[config.mk]
export PLATFORM = sky130hd
export DESIGN_NAME = chrl_ctrl
export DESIGN_NICKNAME = d
export VERILOG_FILES = /design/src/hdl/chrl_pkg.sv /design/src/hdl/chrl_ctrl.sv
export SDC_FILE = /design/constraint.sdc
export NUM_CORES = 1
export LEC_CHECK = 0
export BUFFER_PORTS_ARGS = -buffer_cell sky130_fd_sc_hd__buf_2
export CAP_MARGIN = 40
export CORE_AREA = 2 2 39 41
export DETAILED_ROUTE_END_ITERATION = 7
export DIE_AREA = 0 0 41 43
export GPL_ROUTABILITY_DRIVEN = 0
export PLACE_DENSITY_LB_ADDON = 0.05
export RECOVER_POWER = 50
export SYNTH_ARGS = -nofsm -noshare
export SYNTH_HDL_FRONTEND = slang
export SYNTH_SLANG_ARGS = --single-unit
[constraint.sdc]
create_clock -name clk -period 1.93 [get_ports clk]
set_clock_uncertainty 0.2 [all_clocks]
set_input_delay 0.386 -clock clk [delete_from_list [all_inputs] [get_ports clk]]
set_output_delay 0.386 -clock clk [all_outputs]
set_load 0.05 [all_outputs]
[src/hdl/chrl_pkg.sv]
// Shared types and constants for the consistent-hash ring lookup block.
`default_nettype none
package chrl_pkg;

	localparam int KEY_W   = 64;
	localparam int OWNER_W = 8;
	localparam int WORD_W  = 2 * KEY_W + OWNER_W;

	typedef enum logic [1:0] {
		ACT_INSERT = 2'd0,
		ACT_LOOKUP = 2'd1,
		ACT_CLEAR  = 2'd2
	} action_t;

	typedef enum logic [1:0] {
		ST_OK    = 2'd0,
		ST_EMPTY = 2'd1,
		ST_FULL  = 2'd2
	} status_t;

	typedef enum logic [2:0] {
		S_IDLE,
		S_SRCH,
		S_CMP,
		S_OWN,
		S_SHIFT,
		S_INS,
		S_RESP
	} state_t;

	typedef struct packed {
		logic    load;
		status_t res_status;
		logic    clear;
		logic    srch_rd;
		logic    srch_cmp;
		logic    own_rd;
		logic    own_load;
		logic    shift_step;
		logic    ins_wr;
		logic    out_load;
	} cmd_t;

	typedef struct packed {
		logic count_zero;
		logic count_full;
		logic search_open;
		logic shift_done;
		logic is_insert;
		logic out_free;
	} sts_t;

endpackage
`default_nettype wire

[src/hdl/chrl_ctrl.sv]
// Controller state machine of the ring lookup block.
`default_nettype none
module chrl_ctrl (
	input  wire logic           clk,
	input  wire logic           arst_n,
	input  wire logic           in_valid,
	input  wire logic [1:0]     in_action,
	output      logic           in_ready,
	input  wire chrl_pkg::sts_t sts,
	output      chrl_pkg::cmd_t cmd
);
	import chrl_pkg::*;

	state_t state_q;
	state_t state_nxt;

	always_ff @(posedge clk or negedge arst_n) begin
		if (!arst_n) begin
			state_q <= S_IDLE;
		end else begin
			state_q <= state_nxt;
		end
	end

	always_comb begin
		state_nxt = state_q;
		case (state_q)
			S_IDLE: begin
				if (in_valid) begin
					case (in_action)
						ACT_INSERT: state_nxt = sts.count_full ? S_RESP : S_SRCH;
						ACT_LOOKUP: state_nxt = sts.count_zero ? S_RESP : S_SRCH;
						default:    state_nxt = S_RESP;
					endcase
				end
			end
			S_SRCH: begin
				if (sts.search_open) begin
					state_nxt = S_CMP;
				end else if (sts.is_insert) begin
					state_nxt = S_SHIFT;
				end else begin
					state_nxt = S_OWN;
				end
			end
			S_CMP:   state_nxt = S_SRCH;
			S_OWN:   state_nxt = S_RESP;
			S_SHIFT: state_nxt = sts.shift_done ? S_INS : S_SHIFT;
			S_INS:   state_nxt = S_RESP;
			S_RESP:  state_nxt = sts.out_free ? S_IDLE : S_RESP;
			default: state_nxt = S_IDLE;
		endcase
	end

	always_comb begin
		cmd      = '0;
		in_ready = 1'b0;
		case (state_q)
			S_IDLE: begin
				in_ready = 1'b1;
				cmd.load = in_valid;
				cmd.clear = in_valid && (in_action == ACT_CLEAR);
				case (in_action)
					ACT_INSERT: cmd.res_status = sts.count_full ? ST_FULL : ST_OK;
					ACT_LOOKUP: cmd.res_status = sts.count_zero ? ST_EMPTY : ST_OK;
					default:    cmd.res_status = ST_OK;
				endcase
			end
			S_SRCH: begin
				cmd.srch_rd = sts.search_open;
				cmd.own_rd  = !sts.search_open && !sts.is_insert;
			end
			S_CMP:   cmd.srch_cmp = 1'b1;
			S_OWN:   cmd.own_load = 1'b1;
			S_SHIFT: cmd.shift_step = 1'b1;
			S_INS:   cmd.ins_wr = 1'b1;
			S_RESP:  cmd.out_load = sts.out_free;
			default: cmd = '0;
		endcase
	end

	a_load_idle: assert property (@(posedge clk) disable iff (!arst_n)
		cmd.load |=> state_q != S_IDLE)
		else $error("Accepted item left the controller idle.");

	a_resp_once: assert property (@(posedge clk) disable iff (!arst_n)
		cmd.out_load |=> state_q == S_IDLE)
		else $error("Result loaded without returning to idle.");

	a_shift_ins: assert property (@(posedge clk) disable iff (!arst_n)
		(state_q == S_INS) |-> $past(state_q) == S_SHIFT)
		else $error("Point write without a finished shift.");
endmodule
`default_nettype wire

==> results.cfg <==
[run_status]
outcome = complete, but fails checks
violations = negative setup slack

[cts]
cts_tree = done
clock-sinks = 3
cts_max_level = 1
clk_latency_ns = 0.24
path_clk_slew_ns = 0.04
clockRootBuffer = clkbuf_4
numCtsBuffers = 3
ctsLongestPathBuffers = 2

[worst_setup_path]
path_max_fanout = 4
critPathKind = reg -> out
worstPathArrival_ns = 1.58
end_kind = primary output
startpoint_type = flop
cp.required_ns = 1.34

[route]
via_per_inst = 4.79
drt-wirelength-per-cell_um = 11.2
detail-route-antenna-nets = 0
first_pass_iters = 3
vias = 431
drtIter0Drc = 4
drc_errors = 0
drt_wl_total_um = 1010

[synth]
seq_area_frac_synth = 0.232
synthDistinctLibCells = 26
syn-num-nets = 54
yosysWarnings = 0
syn_area_sq_um = 324
synth_area_per_cell_sq_um = 7.54
ys_seq_elements = 3
synthCells = 43

[cells_and_area]
antennaDiodeCount = 0
syn_to_final_growth_pct = 102
reg_top3 = state_q (3)
drive_gt1_frac = 0.635
seq_area_sq_um = 75.1
filler_cell_count = 143
top_register = state_q
final_cell_mix = buf_2 (13), buf_4 (6), buf_6 (5)
multi_input_area_sq_um = 289
largest_reg_flops = 3
layout_commonest_cell = buf_2
final_cell_area_sq_um = 656
final_nets = 86

[floorplanning]
coreArea_sq_um = 1380
die_y_um = 43
ios = 23
die_w_um = 41
rows = 14
die-area_sq_um = 1760
initial_core_util = 0.234

[power_and_ir_drop]
powerDensity_nw_per_um2 = 1640
leakage_uw = 0.000302
ir_drop_mv = 0.584

[flow_run]
drv_cap = 0

[grt]
grt.overflow.total = 0
grt.total_usage = 0.128
grt_pass1_wl_um = 1530
antenna_found_initial = 0
grt_pass1_vias = 405
grt_max_degree = 12

[timing]
maxSlewHeadroom = 0.832
slew_viol_final = 0
hold_violations = 0
finalCriticalPeriod_ns = 2.16
fin_ws_ns = -0.232
period_share = 1.12
rsz0062_at_grt = true
fmax_mhz = 463
worstMarginPinSlew_ns = 0.249
finalSetupViolCount = 6
whs_ns = 0.234

[min_path]
holdCritPathClass = in -> reg

[place]
placed_area_sq_um = 532
port_buffers = 22
hpwlAfterDp_um = 735
[critical path, stage by stage (launching register included)]
cell	delay, ns
dfrtp_1	0.37
or3_4	0.43
clkinvlp_4	0.09
and2_4	0.13
and3b_2	0.19
buf_8	0.14
[repair_timing]
action                                  in CTS  in global routing
endpoints found under the hold margin        3                  0
buffers inserted                             1                  3
endpoints found under the setup margin       9                  7
gates cloned                                 0                  0
resized for setup                           16                  8
pin swaps                                    3                  3
hold buffers                                 1                  0
[synthesized netlist by cell type]
cell / count / share of area
a31oi_1: 3 / 0.058
dfrtp_1: 3 / 0.23
inv_1: 3 / 0.035
nand2_1: 3 / 0.035
nor3b_1: 3 / 0.069
o21ai_0: 3 / 0.046
and2_1: 2 / 0.039
clkbuf_1: 2 / 0.023
nor2_1: 2 / 0.023
nor2b_1: 2 / 0.039
nor4b_1: 2 / 0.054
a21oi_1: 1 / 0.015
a31o_2: 1 / 0.027
and3_1: 1 / 0.019
and3b_1: 1 / 0.027
buf_2: 1 / 0.015
mux2_2: 1 / 0.035
nand2b_1: 1 / 0.019
nor3_1: 1 / 0.015
nor4_1: 1 / 0.019
nor4bb_1: 1 / 0.031
o21bai_1: 1 / 0.023
o22ai_1: 1 / 0.019
or3_1: 1 / 0.019
or3_4: 1 / 0.035
or3b_2: 1 / 0.027
[path summary, 6_finish.rpt]
| kind | startpoint | slack (ns) | depth (start not counted) | to |
|---|---|---|---|---|
| max | state_q[1]$_DFFE_PN0P_ | -0.23 | 5 | cmd[7] |
| min | sts[2] | 0.23 | 3 | state_q[0]$_DFFE_PN0P_ |
| max reg2reg | state_q[0]$_DFFE_PN0P_ | 0.13 | 4 | state_q[1]$_DFFE_PN0P_ |
| min reg2reg | state_q[1]$_DFFE_PN0P_ | 0.56 | 3 | state_q[2]$_DFFE_PN0P_ |
| max in group asynchronous | arst_n | 1.10 | 2 | state_q[1]$_DFFE_PN0P_ |
| min in group asynchronous | arst_n | 0.28 | 2 | state_q[0]$_DFFE_PN0P_ |
[report_power, final]
part / switching (uW) / internal [uW] / total, uW / leakage [uW]
clock: 34.5 / 77.6 / 112 / 0.0000150
sequential: 16.6 / 96.2 / 113 / 0.0000367
combinational: 500 / 351 / 851 / 0.000251
total: 551 / 525 / 1080 / 0.000302
[metrics by stage]
step	setup slack, ns	util	TNS (ns)	instances	total power, uW
after floorplan	-0.416	-	-0.757	43	664
after detailed placement	-0.0750	0.384	-0.0750	83	853
final	-0.232	0.474	-0.792	90	1080
after CTS	-0.229	0.453	-0.764	89	1040
after global placement	-0.0543	0.384	-0.0543	83	860
after global routing	-0.285	0.474	-1.35	90	1150
[layout make-up]
type                    instances  share of cell area
flip-flops and latches          3               0.115
inverters                       3              0.0229
well taps                      16              0.0305
repair buffers                 30               0.351
multi-input cells              34               0.441
clock buffers                   4              0.0401
[metal layers]
layer  routed length [um]  GRT usage  vias up
li1                     -          -      217
met1                  413      0.143      195
met2                  510      0.222       17
met3                   65     0.0157        2
met4                   16     0.0600        0
met5                    0          0        -
[logic make-up (layout without fill, tap and decap cells)]
group	count (synthesis)	after routing	synth area share
and+or+nand+nor	23	23	0.471
AOI/OAI and AO/OA	10	10	0.189
buffers and inverters	6	37	0.0734
DFF	3	3	0.232
muxes	1	1	0.0347
No activity file was read; power rests on OpenSTA's default activity.
